==> config.mk <==
export PLATFORM = sky130hd
export DESIGN_NAME = ppd_sqrt_cell
export DESIGN_NICKNAME = d
export VERILOG_FILES = /design/src/rtl/core/polar_point_distance_macros.svh /design/src/rtl/core/ppd_pkg.sv /design/src/rtl/core/ppd_sqrt_cell.sv
export SDC_FILE = /design/constraint.sdc
export NUM_CORES = 1
export LEC_CHECK = 0
export ABC_AREA = 1
export BUFFER_PORTS_ARGS = -buffer_cell sky130_fd_sc_hd__buf_4
export CORE_MARGIN = 4
export CORE_UTILIZATION = 59
export DETAILED_ROUTE_END_ITERATION = 10
export HOLD_SLACK_MARGIN = 0.02
export PLACE_DENSITY = 0.87
export SETUP_SLACK_MARGIN = 0.05
export SLEW_MARGIN = 10
export SYNTH_ARGS = -nofsm -noshare
export SYNTH_HDL_FRONTEND = slang
export SYNTH_SLANG_ARGS = --single-unit
==> constraint.sdc <==
create_clock -name clk -period 3.4 [get_ports clk]
set_input_delay 0.17 -clock clk [delete_from_list [all_inputs] [get_ports clk]]
set_output_delay 0.17 -clock clk [all_outputs]
set_load 0.01 [all_outputs]
==> src/rtl/core/polar_point_distance_macros.svh <==
// assertion helpers, clocked on clk and held off during reset
`ifndef POLAR_POINT_DISTANCE_MACROS_SVH
`define POLAR_POINT_DISTANCE_MACROS_SVH

// same-cycle implication
`define PPD_ASSERT_IMPL(lbl, ante, cons, msg) \
	lbl: assert property (@(posedge clk) disable iff (!arst_n) (ante) |-> (cons)) \
		else $error(msg);

// next-cycle implication
`define PPD_ASSERT_NEXT(lbl, ante, cons, msg) \
	lbl: assert property (@(posedge clk) disable iff (!arst_n) (ante) |=> (cons)) \
		else $error(msg);

`endif

==> src/rtl/core/ppd_pkg.sv <==
package ppd_pkg;

	localparam int ANGLE_W        = 17;
	localparam int SEP_W          = 26;
	localparam int RADIUS_BITS_DEF = 24;
	localparam int ANGLE_FRAC_DEF = 8;

	// rounded sine and cosine magnitudes, 0..65536
	localparam int TRIG_W      = 17;

	localparam int CORDIC_N    = 48;
	localparam int CORDIC_FRAC = 48;
	localparam int CORDIC_XY_W = CORDIC_FRAC + 2;
	// extra fraction bits below the angle lsb in the residual angle
	localparam int ZGUARD      = 40;

	localparam int ANG_LAT   = CORDIC_N + 4;
	localparam int COORD_LAT = 2;
	localparam int DIST_LAT  = 3;
	localparam int SQRT_N    = 32;
	localparam int SQ_IN_W   = 2 * SQRT_N;

	localparam real PI_R        = 3.14159265358979323846;
	localparam real DEG_PER_RAD = 180.0 / PI_R;

	typedef struct packed {
		logic [TRIG_W-1:0] sin_mag;
		logic              sin_neg;
		logic [TRIG_W-1:0] cos_mag;
		logic              cos_neg;
	} ppd_trig_t;

	// atan(2^-idx) in degrees, scaled by 2^(frac + ZGUARD)
	function automatic logic [63:0] cordic_atan(input int idx, input int frac);
		real v;
		v = $atan($pow(2.0, -1.0 * idx)) * DEG_PER_RAD * $pow(2.0, 1.0 * (frac + ZGUARD));
		return 64'(longint'(v));
	endfunction

	// start vector length, pre-scaled by the inverse rotation gain
	function automatic logic [63:0] cordic_gain();
		real k;
		k = 1.0;
		for (int i = 0; i < CORDIC_N; i++)
			k = k * $pow(1.0 + $pow(2.0, -2.0 * i), -0.5);
		return 64'(longint'(k * $pow(2.0, 1.0 * CORDIC_FRAC)));
	endfunction

endpackage

==> src/rtl/core/ppd_sqrt_cell.sv <==
module ppd_sqrt_cell #(
	parameter int IDX = 0
) (
	input  logic                          clk,
	input  logic                          en,
	input  logic [ppd_pkg::SQ_IN_W-1:0]   rem_in,
	input  logic [ppd_pkg::SQRT_N-1:0]    root_in,
	output logic [ppd_pkg::SQ_IN_W-1:0]   rem_out,
	output logic [ppd_pkg::SQRT_N-1:0]    root_out
);
	import ppd_pkg::*;

	localparam int T_W = SQ_IN_W + 2;

	logic [T_W-1:0]     trial;
	logic [SQ_IN_W-1:0] rem_s1;
	logic [SQRT_N-1:0]  root_s1;

	// (root + 2^i)^2 - root^2
	assign trial = (T_W'(root_in) << (IDX + 1)) + (T_W'(1) << (2 * IDX));

	always_ff @(posedge clk) begin
		if (en) begin
			if (T_W'(rem_in) >= trial) begin
				rem_s1  <= SQ_IN_W'(T_W'(rem_in) - trial);
				root_s1 <= root_in | (SQRT_N'(1) << IDX);
			end else begin
				rem_s1  <= rem_in;
				root_s1 <= root_in;
			end
		end
	end

	assign rem_out  = rem_s1;
	assign root_out = root_s1;
endmodule

Yosys cells after proc, flatten, opt, wreduce, memory -nomap -nowiden --
Cells that the tools add are included.
Word-level totals: input port bits 98, logic and storage cells 7, bits in registers 96
Cells by class: add/subtract/negate cells 2, $lt $le $gt $ge 1, multiplexer cells 1
Operator list (number):
- $ge A64 B34 Y1 | 1
- $mux W64 | 1
- $sub A64 B34 Y64 | 1
- $add A33 B1 Y34 const B | 1

Depth between registers and ports, before layout --
Gate-level depths: netlist (run 1).
depth in word-level cells 3, gate-level depth with buffers 15, mapped depth without buffers 15

Worst setup path after synthesis (run 1) --
OpenSTA, ideal clock, no wires.
path type input -> register, from input root_in[0] (netlist bit), to register root_s1[0] (netlist: root_out[0]), data pin, slack 1360 ps, required time 3144 ps, buffers on the path 2, setup time 256 ps, cell stages on the path 14, arrival 1784 ps, cells stage by stage inv_1 fa_1 nand3_1 nand3_2 nand2_1 nand2_1 nand2_1 nand2_2 nand2_1 nand2_2 a21oi_4 buf_8 buf_6 nand2_1
On the way: longest elaborated chain between the ends 2
Ends and longest elaborated chain:
- from (decl) | RTL line ppd_sqrt_cell.sv:7 | input logic [ppd_pkg::SQRT_N-1:0] root_in,
- $add A33 B1 Y34 | RTL line ppd_sqrt_cell.sv:20 | assign trial = (T_W'(root_in) << (IDX + 1)) + (T_W'(1) << (2 * IDX));
- $ge A64 B34 Y1 | RTL line ppd_sqrt_cell.sv:24 | if (T_W'(rem_in) >= trial) begin
- to (signal assigned) | RTL line ppd_sqrt_cell.sv:26 | root_s1 <= root_in | (SQRT_N'(1) << IDX);
- to (signal assigned) | RTL line ppd_sqrt_cell.sv:29 | root_s1 <= root_in;
- to (decl) | RTL line ppd_sqrt_cell.sv:17 | logic [SQRT_N-1:0] root_s1;
Parallel ways exist; a longest one is shown, timed or not. A chain may end at the register's enable or synchronous reset.

Worst setup path in the final report (run 1) --
from input root_in[18] (netlist bit), to register rem_s1[29] (netlist: rem_out[29]), data pin
On the way: longest elaborated chain between the ends 3
Ends and longest elaborated chain:
- $add A33 B1 Y34 * | RTL line ppd_sqrt_cell.sv:20
- $sub A64 B34 Y64 or $ge A64 B34 Y1 (tied branches) | RTL line ppd_sqrt_cell.sv:25, ppd_sqrt_cell.sv:24
- $mux W64 * | RTL line ppd_sqrt_cell.sv:24
- to (signal assigned) | RTL line ppd_sqrt_cell.sv:25 | rem_s1 <= SQ_IN_W'(T_W'(rem_in) - trial);
- to (signal assigned) | RTL line ppd_sqrt_cell.sv:28 | rem_s1 <= rem_in;
- to (decl) | RTL line ppd_sqrt_cell.sv:16 | logic [SQ_IN_W-1:0] rem_s1;
Mark *: on every way between the ends. The rest lies on a longest branch, timed or not.

==> flow_metrics.env, run 1 <==
export IMPL_period_share_pct=81.78
export IMPL_worstPathRequired_ps=3620
export IMPL_htreeDepth=3
export IMPL_die_area_um2=15150
export IMPL_utilization_pct=78.51
export IMPL_slew_viol_final=0
export IMPL_num_fill_cells=931
export IMPL_drive_gt1_share_pct=21.10
export IMPL_p_clk_share_pct=30.0
export IMPL_grt_overflow=0
export IMPL_ir_drop_mv=0.2639
export IMPL_period_minus_slack_ps=2780
export IMPL_synthTopCellsByArea="edfxtp_1 (37%), nand2_1 (21%), inv_1 (10%), nor2_1 (5.7%), ha_1 (5.3%)"
export IMPL_path_class="in -> reg"
export IMPL_ff_latch_area_um2=2883
export IMPL_dp_hpwl_um=19860
export IMPL_cts_setup_buffers=0
export IMPL_syn_num_nets=1258
export IMPL_path_max_fanout=33
export IMPL_end_kind="flip-flop"
export IMPL_crit_path_start_kind="input port"
export IMPL_tns_ps=0
export IMPL_p_leak_nw=5.150
export IMPL_layout_common_cells="nand2_1 (437), inv_1 (215), buf_4 (196)"
export IMPL_critPathArrivalTime_ps=3000
export IMPL_yosys_area_top_type_share_pct=36.89
export IMPL_rsz0062_at_grt="no"
export IMPL_p_seq_share_pct=39.8
export IMPL_cts_root_buffer="clkbuf_16"
export IMPL_status="finished, final reports clean"
export IMPL_grt_max_degree=73
export IMPL_swShare_pct=31.80
export IMPL_cts_buffer_depth=2
export IMPL_die_w_um=123.1
export IMPL_yosysTopAreaCell="edfxtp_1"
export IMPL_layout_commonest_cell="nand2_1"
export IMPL_powerDensity_nw_per_um2=378.0
export IMPL_wl_um=26800
export IMPL_grt_pass1_wl_um=41920
export IMPL_multi_input_area_um2=3991
export IMPL_fmax_mhz=359.7
export IMPL_synth_area_per_cell_um2=6.940
export IMPL_n_antenna_cell=0
export IMPL_hold_viol=0
export IMPL_area_delta_synth_final_pct=28.32
export IMPL_drt_iter0_drc=919
export IMPL_cts_made_buffers=9
export IMPL_tightest_slew_ps=981.6
export IMPL_wl_per_cell_um=17.49
export IMPL_drc=0
export IMPL_fp_dieH_um=123.1
export IMPL_clk_pin_slew_ps=70
export IMPL_vias=8374
export IMPL_port_buffers=193
export IMPL_syn_area_um2=7815
export IMPL_grt_usage_pct=36.11
export IMPL_synth_ff_type="edfxtp_1"
export IMPL_cts_sinks=96
export IMPL_yosys_warnings=0
export IMPL_rows=41
export IMPL_pwr_share_comb_pct=30.2
export IMPL_core_um2=12770
export IMPL_setup_viol=0
export IMPL_cts_hold_fix_buffers=31
export IMPL_ctsResizeCount=0
export IMPL_ys_ff_latch=96
export IMPL_grt_pass1_vias=8279
export IMPL_initial_utilization_pct=61.18
export IMPL_gp_congestion=1.015
export IMPL_drt_antenna_violating_nets=0
export IMPL_syn_inst=1126
export IMPL_async_reset_ff_share_pct=0
export IMPL_boundaryPins=194
export IMPL_nets=1487
export IMPL_synth_edff_count=96
export IMPL_slew_headroom_pct=34.56
export IMPL_avgViaCountPerCell=5.466
export IMPL_ys_types=35
export IMPL_cap_viol_max_count=0
export IMPL_power_switching_mw=1.205
export IMPL_yosysSeqAreaShare_pct=36.89
export IMPL_antenna_found_initial=0
export IMPL_cts_tree="built"
export IMPL_internal_power_mw=2.585
export IMPL_firstDrtPassIters=9
export IMPL_holdCritPathClass="in -> reg"
routing by layer:
layer	GRT usage (%)	part of all wire [%]	vias up
met1	44.54	37	3774
met2	60.47	46	556
li1	-	-	3928
met3	7.411	12	116
met4	17.58	4.7	0
met5	0	0	-
Yosys cell counts, drive strengths merged, types with 2 or more instances:
cell	number
nor2	122
or2	3
ha	33
edfxtp	96
nand2	453
a21oi	54
nand3	53
xnor2	20
inv	219
o21ai	24
buf	10
nand3b	2
nand4	6
xor2	10
o21bai	2
nor3	15
power groups by stage:
stage | clock [mW] | combinational (mW) | sequential (mW)
6_report | 1.14 | 1.15 | 1.51
5_1_grt | 1.18 | 1.23 | 1.52
4_1_cts | 1.11 | 1.10 | 1.50
3_5_place_dp | 0 | 1.06 | 1.53
3_3_place_gp | 0 | 1.04 | 1.52
2_1_floorplan | 0 | 0.502 | 1.59
layout make-up:
cell class | count | area share, %
clock buffers | 10 | 2.283
inverters | 220 | 8.235
flip-flops and latches | 96 | 28.75
repair buffers | 228 | 17.97
clock inverters | 6 | 0.8235
well taps | 172 | 2.146
multi-input cells | 800 | 39.80
worst paths after layout:
check                  startpoint     endpoint  slack, ps  cells past startpoint
worst max-delay path  root_in[18]  rem_out[29]        620                     16
worst min-delay path    rem_in[7]   rem_out[7]         90                      3
state kept, by name, summed over array words and instances (netlist names):
register,flops
rem_out,64
root_out,32
per-stage QoR:
step | worst slack, ps | total power [mW] | cells | hold WS (ps) | cell area (um2)
final | 619.6 | 3.790 | 1532 | 91.09 | 10030
after global routing | 474.1 | 3.933 | 1532 | 95.32 | 10030
after CTS | 740.7 | 3.716 | 1532 | 89.05 | 10030
after detailed placement | 868.6 | 2.592 | 1485 | 358.6 | 9407
after global placement | 924.7 | 2.565 | 1485 | 357.7 | 9407
after floorplan | 1360 | 2.096 | 1126 | 268.9 | 7815
critical path, cell delays in order:
cell	delay, ps
dlygate4sd3_1	540
buf_4	120
inv_1	40
ha_1	340
nand2_1	110
nand2_1	140
inv_1	100
nand2_1	80
nand2_1	60
nand2_1	80
a21oi_1	170
nand2_2	120
a21oi_4	170
buf_4	490
nand2_1	110
nand2_1	130
logic make-up (layout without fill, tap and decap cells):
| logic type | after synthesis | count (layout) | share of synthesized area [%] |
|---|---|---|---|
| AND/OR/NAND/NOR | 654 | 654 | 34.44 |
| buffers and inverters | 230 | 464 | 12.04 |
| flip-flops | 96 | 96 | 36.89 |
| AO/OA/AOI/OAI | 82 | 82 | 7.733 |
| adder cells (fa/ha/maj) | 34 | 34 | 5.540 |
| XOR/XNOR | 30 | 30 | 3.362 |
No activity file was read; power rests on OpenSTA's default activity.
==> run 2, diff against run 1 <==
--- a/config.mk
+++ b/config.mk
@@ -8,10 +8,10 @@
 export ABC_AREA = 1
 export BUFFER_PORTS_ARGS = -buffer_cell sky130_fd_sc_hd__buf_4
 export CORE_MARGIN = 4
-export CORE_UTILIZATION = 59
+export CORE_UTILIZATION = 55
 export DETAILED_ROUTE_END_ITERATION = 10
 export HOLD_SLACK_MARGIN = 0.02
-export PLACE_DENSITY = 0.87
+export PLACE_DENSITY = 0.82
 export SETUP_SLACK_MARGIN = 0.05
 export SLEW_MARGIN = 10
 export SYNTH_ARGS = -nofsm -noshare
==> constraint.sdc (replaced) <==
create_clock -name clk -period 2.75 [get_ports clk]
set_input_delay 0.1375 -clock clk [delete_from_list [all_inputs] [get_ports clk]]
set_output_delay 0.1375 -clock clk [all_outputs]
set_load 0.01 [all_outputs]
==> run 2 against run 1 <==
  * First-iteration DRC count decreased by 22%
  * Worst setup slack worse by 410 ps
  * Sequential cell count unchanged
  * Largest power group unchanged
  * Via count decreased by 2.9%
  * Global-route usage down 4.3 points
  * Combinational power up 20%
==> flow_metrics.env, run 2 (synthesis gave the netlist of run 1 again) <==
export IMPL_clk_pin_slew_ps=70
export IMPL_p_seq_share_pct=40.1
export IMPL_grt_overflow=0
export IMPL_vias=8131
export IMPL_end_kind="flip-flop"
export IMPL_ir_drop_mv=0.3511
export IMPL_tns_ps=0
export IMPL_cts_root_buffer="clkbuf_16"
export IMPL_cts_tree="built"
export IMPL_grt_pass1_wl_um=39890
export IMPL_internal_power_mw=3.203
export IMPL_n_antenna_cell=0
export IMPL_cts_sinks=96
export IMPL_pwr_share_comb_pct=29.8
export IMPL_power_switching_mw=1.443
export IMPL_rsz0062_at_grt="yes"
export IMPL_largest_register_ffs=64
export IMPL_setup_slack_ps=209.5
export IMPL_period_minus_slack_ps=2541
export IMPL_critPathArrivalTime_ps=2640
export IMPL_boundaryPins=194
export IMPL_grt_pass1_vias=7813
export IMPL_avgViaCountPerCell=5.280
export IMPL_rows=43
export IMPL_gp_congestion=0.9801
export IMPL_wl_per_cell_um=16.83
export IMPL_path_common_cell="nand2_1"
export IMPL_grt_usage_pct=31.81
export IMPL_fmax_mhz=393.6
export IMPL_dp_hpwl_um=20440
export IMPL_port_buffers=193
export IMPL_hold_viol=0
export IMPL_core_um2=13880
export IMPL_slew_viol_final=0
export IMPL_p_leak_nw=5.163
export IMPL_grt_max_degree=58
export IMPL_drt_iter0_drc=715
export IMPL_num_fill_cells=1125
export IMPL_cap_viol_max_count=0
export IMPL_powerDensity_nw_per_um2=460.2
export IMPL_setup_viol=0
export IMPL_path_class="in -> reg"
export IMPL_die_area_um2=16180
export IMPL_status="finished, final reports clean"
export IMPL_layout_commonest_cell="nand2_1"
export IMPL_crit_path_start_kind="input port"
export IMPL_slowest_stage="dlygate4sd3_1"
export IMPL_drive_gt1_share_pct=21.25
export IMPL_antenna_found_initial=0
export IMPL_slew_headroom_pct=60.82
export IMPL_initial_utilization_pct=56.30
export IMPL_die_w_um=127.2
export IMPL_cts_buffer_depth=2
export IMPL_firstDrtPassIters=6
export IMPL_utilization_pct=72.73
export IMPL_holdCritPathClass="in -> reg"
export IMPL_htreeDepth=3
export IMPL_dp_slack_ps=312.1
export IMPL_tightest_slew_ps=587.8
export IMPL_critical_path_top_delay_family="simple AND/OR/NAND/NOR gates"
export IMPL_cts_made_buffers=9
export IMPL_p_clk_share_pct=30.1
export IMPL_layout_common_cells="nand2_1 (436), inv_1 (215), buf_4 (193)"
export IMPL_fp_dieH_um=127.2
export IMPL_nets=1487
export IMPL_worstPathRequired_ps=2850
export IMPL_critPathMaxStageDelay_ps=530
export IMPL_period_share_pct=92.38
export IMPL_wl_um=25910
export IMPL_path_max_fanout=7
export IMPL_drt_antenna_violating_nets=0
export IMPL_cp_num_buf_inv=3
export IMPL_drc=0
export IMPL_swShare_pct=31.07
export IMPL_path_cells="dlygate4sd3_1, buf_4, inv_1, ha_1, or2_2, nand3_1, nand2_1, nand2_1, nand2_1, nand2_1, nand2_1, nand2_1, nand2_1, nand2_1, a21oi_2"
export IMPL_cts_setup_buffers=0
export IMPL_area_delta_synth_final_pct=29.19
[run 2: power by group through the flow]
stage	registers, mW	clock network [mW]	logic, mW
2_1_floorplan	1.97	0	0.620
3_3_place_gp	1.89	0	1.30
3_5_place_dp	1.89	0	1.32
4_1_cts	1.86	1.40	1.36
5_1_grt	1.87	1.47	1.51
6_report	1.86	1.40	1.38
[run 2: worst paths after layout]
kind | startpoint | slack, ps | cells past startpoint | endpoint
min | rem_in[6] | 60 | 3 | rem_out[6]
max | root_in[1] | 210 | 15 | rem_out[51]
[run 2: through the flow]
| stage | cell area, um2 | hold WS [ps] | power (mW) | instances |
|---|---|---|---|---|
| floorplan | 7815 | 236.4 | 2.591 | 1126 |
| global placement | 9434 | 325.2 | 3.183 | 1492 |
| detailed placement | 9434 | 326.4 | 3.212 | 1492 |
| CTS | 10060 | 57.88 | 4.624 | 1539 |
| global route | 10100 | 69.51 | 4.850 | 1540 |
| finish | 10100 | 61.05 | 4.646 | 1540 |
[run 2: routing by layer]
layer	GRT usage (%)	vias to the layer above	wire (um)
met2	52.90	452	11930
met5	0	-	0
met1	41.73	3689	10610
li1	-	3930	-
met4	12.37	0	896
met3	5.226	60	2482
[run 2: timing repair]
item	CTS	global route
hold buffers	31	0
resized for setup	0	2
endpoints found under the hold margin	31	0
endpoints found under the setup margin	0	11
[run 2: area by class of cell]
cell class | count | area, um2 | area share (%)
sequential | 96 | 2883 | 28.55
timing repair buffer | 228 | 1844 | 18.27
multi-input combinational | 800 | 3999 | 39.61
tap | 180 | 225.2 | 2.231
inverter | 220 | 825.8 | 8.179
clock inverter | 6 | 90.09 | 0.8923
clock buffer | 10 | 229.0 | 2.268
[run 2: worst min-delay path: stages]
cell	delay (ps)
buf_4	80
nand2_1	50
o21ai_2	40
==> run 3, diff against run 2 <==
--- a/config.mk
+++ b/config.mk
@@ -10,6 +10,7 @@
 export CORE_MARGIN = 4
 export CORE_UTILIZATION = 55
 export DETAILED_ROUTE_END_ITERATION = 10
+export GPL_TIMING_DRIVEN = 0
 export HOLD_SLACK_MARGIN = 0.02
 export PLACE_DENSITY = 0.82
 export SETUP_SLACK_MARGIN = 0.05
==> run 3 against run 2 <==
  * Clock power fell by 6%
  * Critical path type unchanged
  * Global-route usage up 0.49 points
  * Cell area grew 0.31%
  * Critical path depth up 1
  * Hold slack gained 8.7 ps
  * Highest routed layer unchanged
  * Routed wire length increased by 2.3%
==> flow_metrics.env, run 3 (synthesis gave the netlist of run 1 again) <==
export IMPL_path_max_fanout=10
export IMPL_wl_per_cell_um=17.16
export IMPL_antenna_found_initial=0
export IMPL_slew_viol_final=0
export IMPL_final_cells=1544
export IMPL_gp_congestion=0.9939
export IMPL_tightest_slew_ps=910.6
export IMPL_critPathArrivalTime_ps=2720
export IMPL_htreeDepth=3
export IMPL_slew_headroom_pct=39.29
export IMPL_port_buffers=193
export IMPL_setup_viol=0
export IMPL_period_share_pct=95.44
export IMPL_area_delta_synth_final_pct=29.59
export IMPL_holdWs_ps=69.75
export IMPL_nets=1493
export IMPL_holdPathEnd="rem_out[7]"
export IMPL_path_common_cell="nand2_1"
export IMPL_dp_hpwl_um=20930
export IMPL_p_leak_nw=5.185
export IMPL_n_antenna_cell=0
export IMPL_cts_buffer_depth=2
export IMPL_drt_iter0_drc=755
export IMPL_layout_commonest_cell="nand2_1"
export IMPL_layout_common_cells="nand2_1 (435), inv_1 (215), buf_4 (192)"
export IMPL_tns_ps=0
export IMPL_fp_dieH_um=127.2
export IMPL_period_minus_slack_ps=2625
export IMPL_utilization_pct=72.96
export IMPL_path_class="in -> reg"
export IMPL_dp_cells=1499
export IMPL_crit_path_start_kind="input port"
export IMPL_grt_pass1_vias=7829
export IMPL_holdCritPathClass="in -> reg"
export IMPL_wl_um=26500
export IMPL_grt_max_degree=97
export IMPL_status="finished, final reports clean"
export IMPL_die_w_um=127.2
export IMPL_rows=43
export IMPL_fmax_mhz=381.0
export IMPL_grt_pass1_wl_um=40430
export IMPL_cts_root_buffer="clkbuf_16"
export IMPL_rsz0062_at_grt="yes"
export IMPL_cts_made_buffers=9
export IMPL_clk_pin_slew_ps=70
export IMPL_cap_viol_max_count=0
export IMPL_ir_drop_mv=0.3256
export IMPL_worstPathRequired_ps=2840
export IMPL_cts_setup_buffers=0
export IMPL_critPathMaxStageDelay_ps=540
export IMPL_worstHoldStart="rem_in[7]"
export IMPL_drc=0
export IMPL_min_path_cells=3
export IMPL_hold_viol=0
export IMPL_path_cells="dlygate4sd3_1, buf_4, inv_1, ha_2, nand2_1, nand3_2, nand2_1, nand2_1, nand2_1, nand2_2, nand2_1, nand2_2, a21oi_4, buf_8, buf_6, a21oi_2"
export IMPL_cts_sinks=96
export IMPL_drive_gt1_share_pct=21.92
export IMPL_grt_overflow=0
export IMPL_end_kind="flip-flop"
export IMPL_vias=8238
export IMPL_initial_utilization_pct=56.30
export IMPL_die_area_um2=16180
export IMPL_firstDrtPassIters=6
export IMPL_largest_register_ffs=64
export IMPL_powerDensity_nw_per_um2=452.0
export IMPL_power_mw=4.578
export IMPL_core_um2=13880
export IMPL_grt_usage_pct=32.30
export IMPL_boundaryPins=194
export IMPL_cts_tree="built"
export IMPL_avgViaCountPerCell=5.335
export IMPL_slowest_stage="dlygate4sd3_1"
export IMPL_drt_antenna_violating_nets=0
export IMPL_num_fill_cells=1119
-- run 3: layer usage --
metal | part of all wire (%) | GRT usage, %
met1 | 40 | 41.63
met2 | 47 | 54.33
met3 | 10 | 7.232
met4 | 2.7 | 10.16
met5 | 0 | 0
-- run 3: per-stage QoR --
stage	setup slack, ps	area, um2
global route	22.00	10130
finish	125.4	10130
floorplan	742.4	7815
detailed placement	199.8	9489
CTS	136.9	10100
global placement	215.3	9489
-- run 3: cell type report --
type                       instances  area [um2]  area share, %
multi-input combinational        800        4009          39.58
timing repair buffer             224        1763          17.41
clock buffer                       9       225.2          2.224
buffer                            10       122.6          1.211
clock inverter                     5       73.82         0.7289
inverter                         220       825.8          8.154
tap                              180       225.2          2.224
sequential                        96        2883          28.47
-- run 3: timing repair --
item,4_1_cts,5_1_grt
hold buffers,31,0
endpoints found under the hold margin,31,0
gates resized for setup,0,9
setup endpoints to repair,0,56
-- run 3: worst max-delay path by stage --
stage                  endpoint  cells after the start         from  slack, ps
global route        rem_out[58]                     16  root_in[13]         20
floorplan           root_out[0]                     14   root_in[0]        740
global placement    rem_out[56]                     15   root_in[0]        220
CTS                 rem_out[58]                     16   root_in[2]        140
finish              rem_out[58]                     16   root_in[2]        130
detailed placement  root_out[0]                     15   root_in[0]        200
-- run 3: critical path, delay by kind of cell --
kind                       cells  cell delay, ps
buffers and inverters          5            1160
adders and majority gates      1             300
and+or+nand+nor                8             830
AOI/OAI and AO/OA              2             270
-- run 3: where the power goes --
part / internal (mW) / total (mW) / switching, mW / leakage [nW]
registers: 1.81 / 1.86 / 0.0477 / 0.940
clock network: 0.781 / 1.32 / 0.541 / 0.149
logic: 0.589 / 1.40 / 0.809 / 4.10
total: 3.18 / 4.58 / 1.40 / 5.18
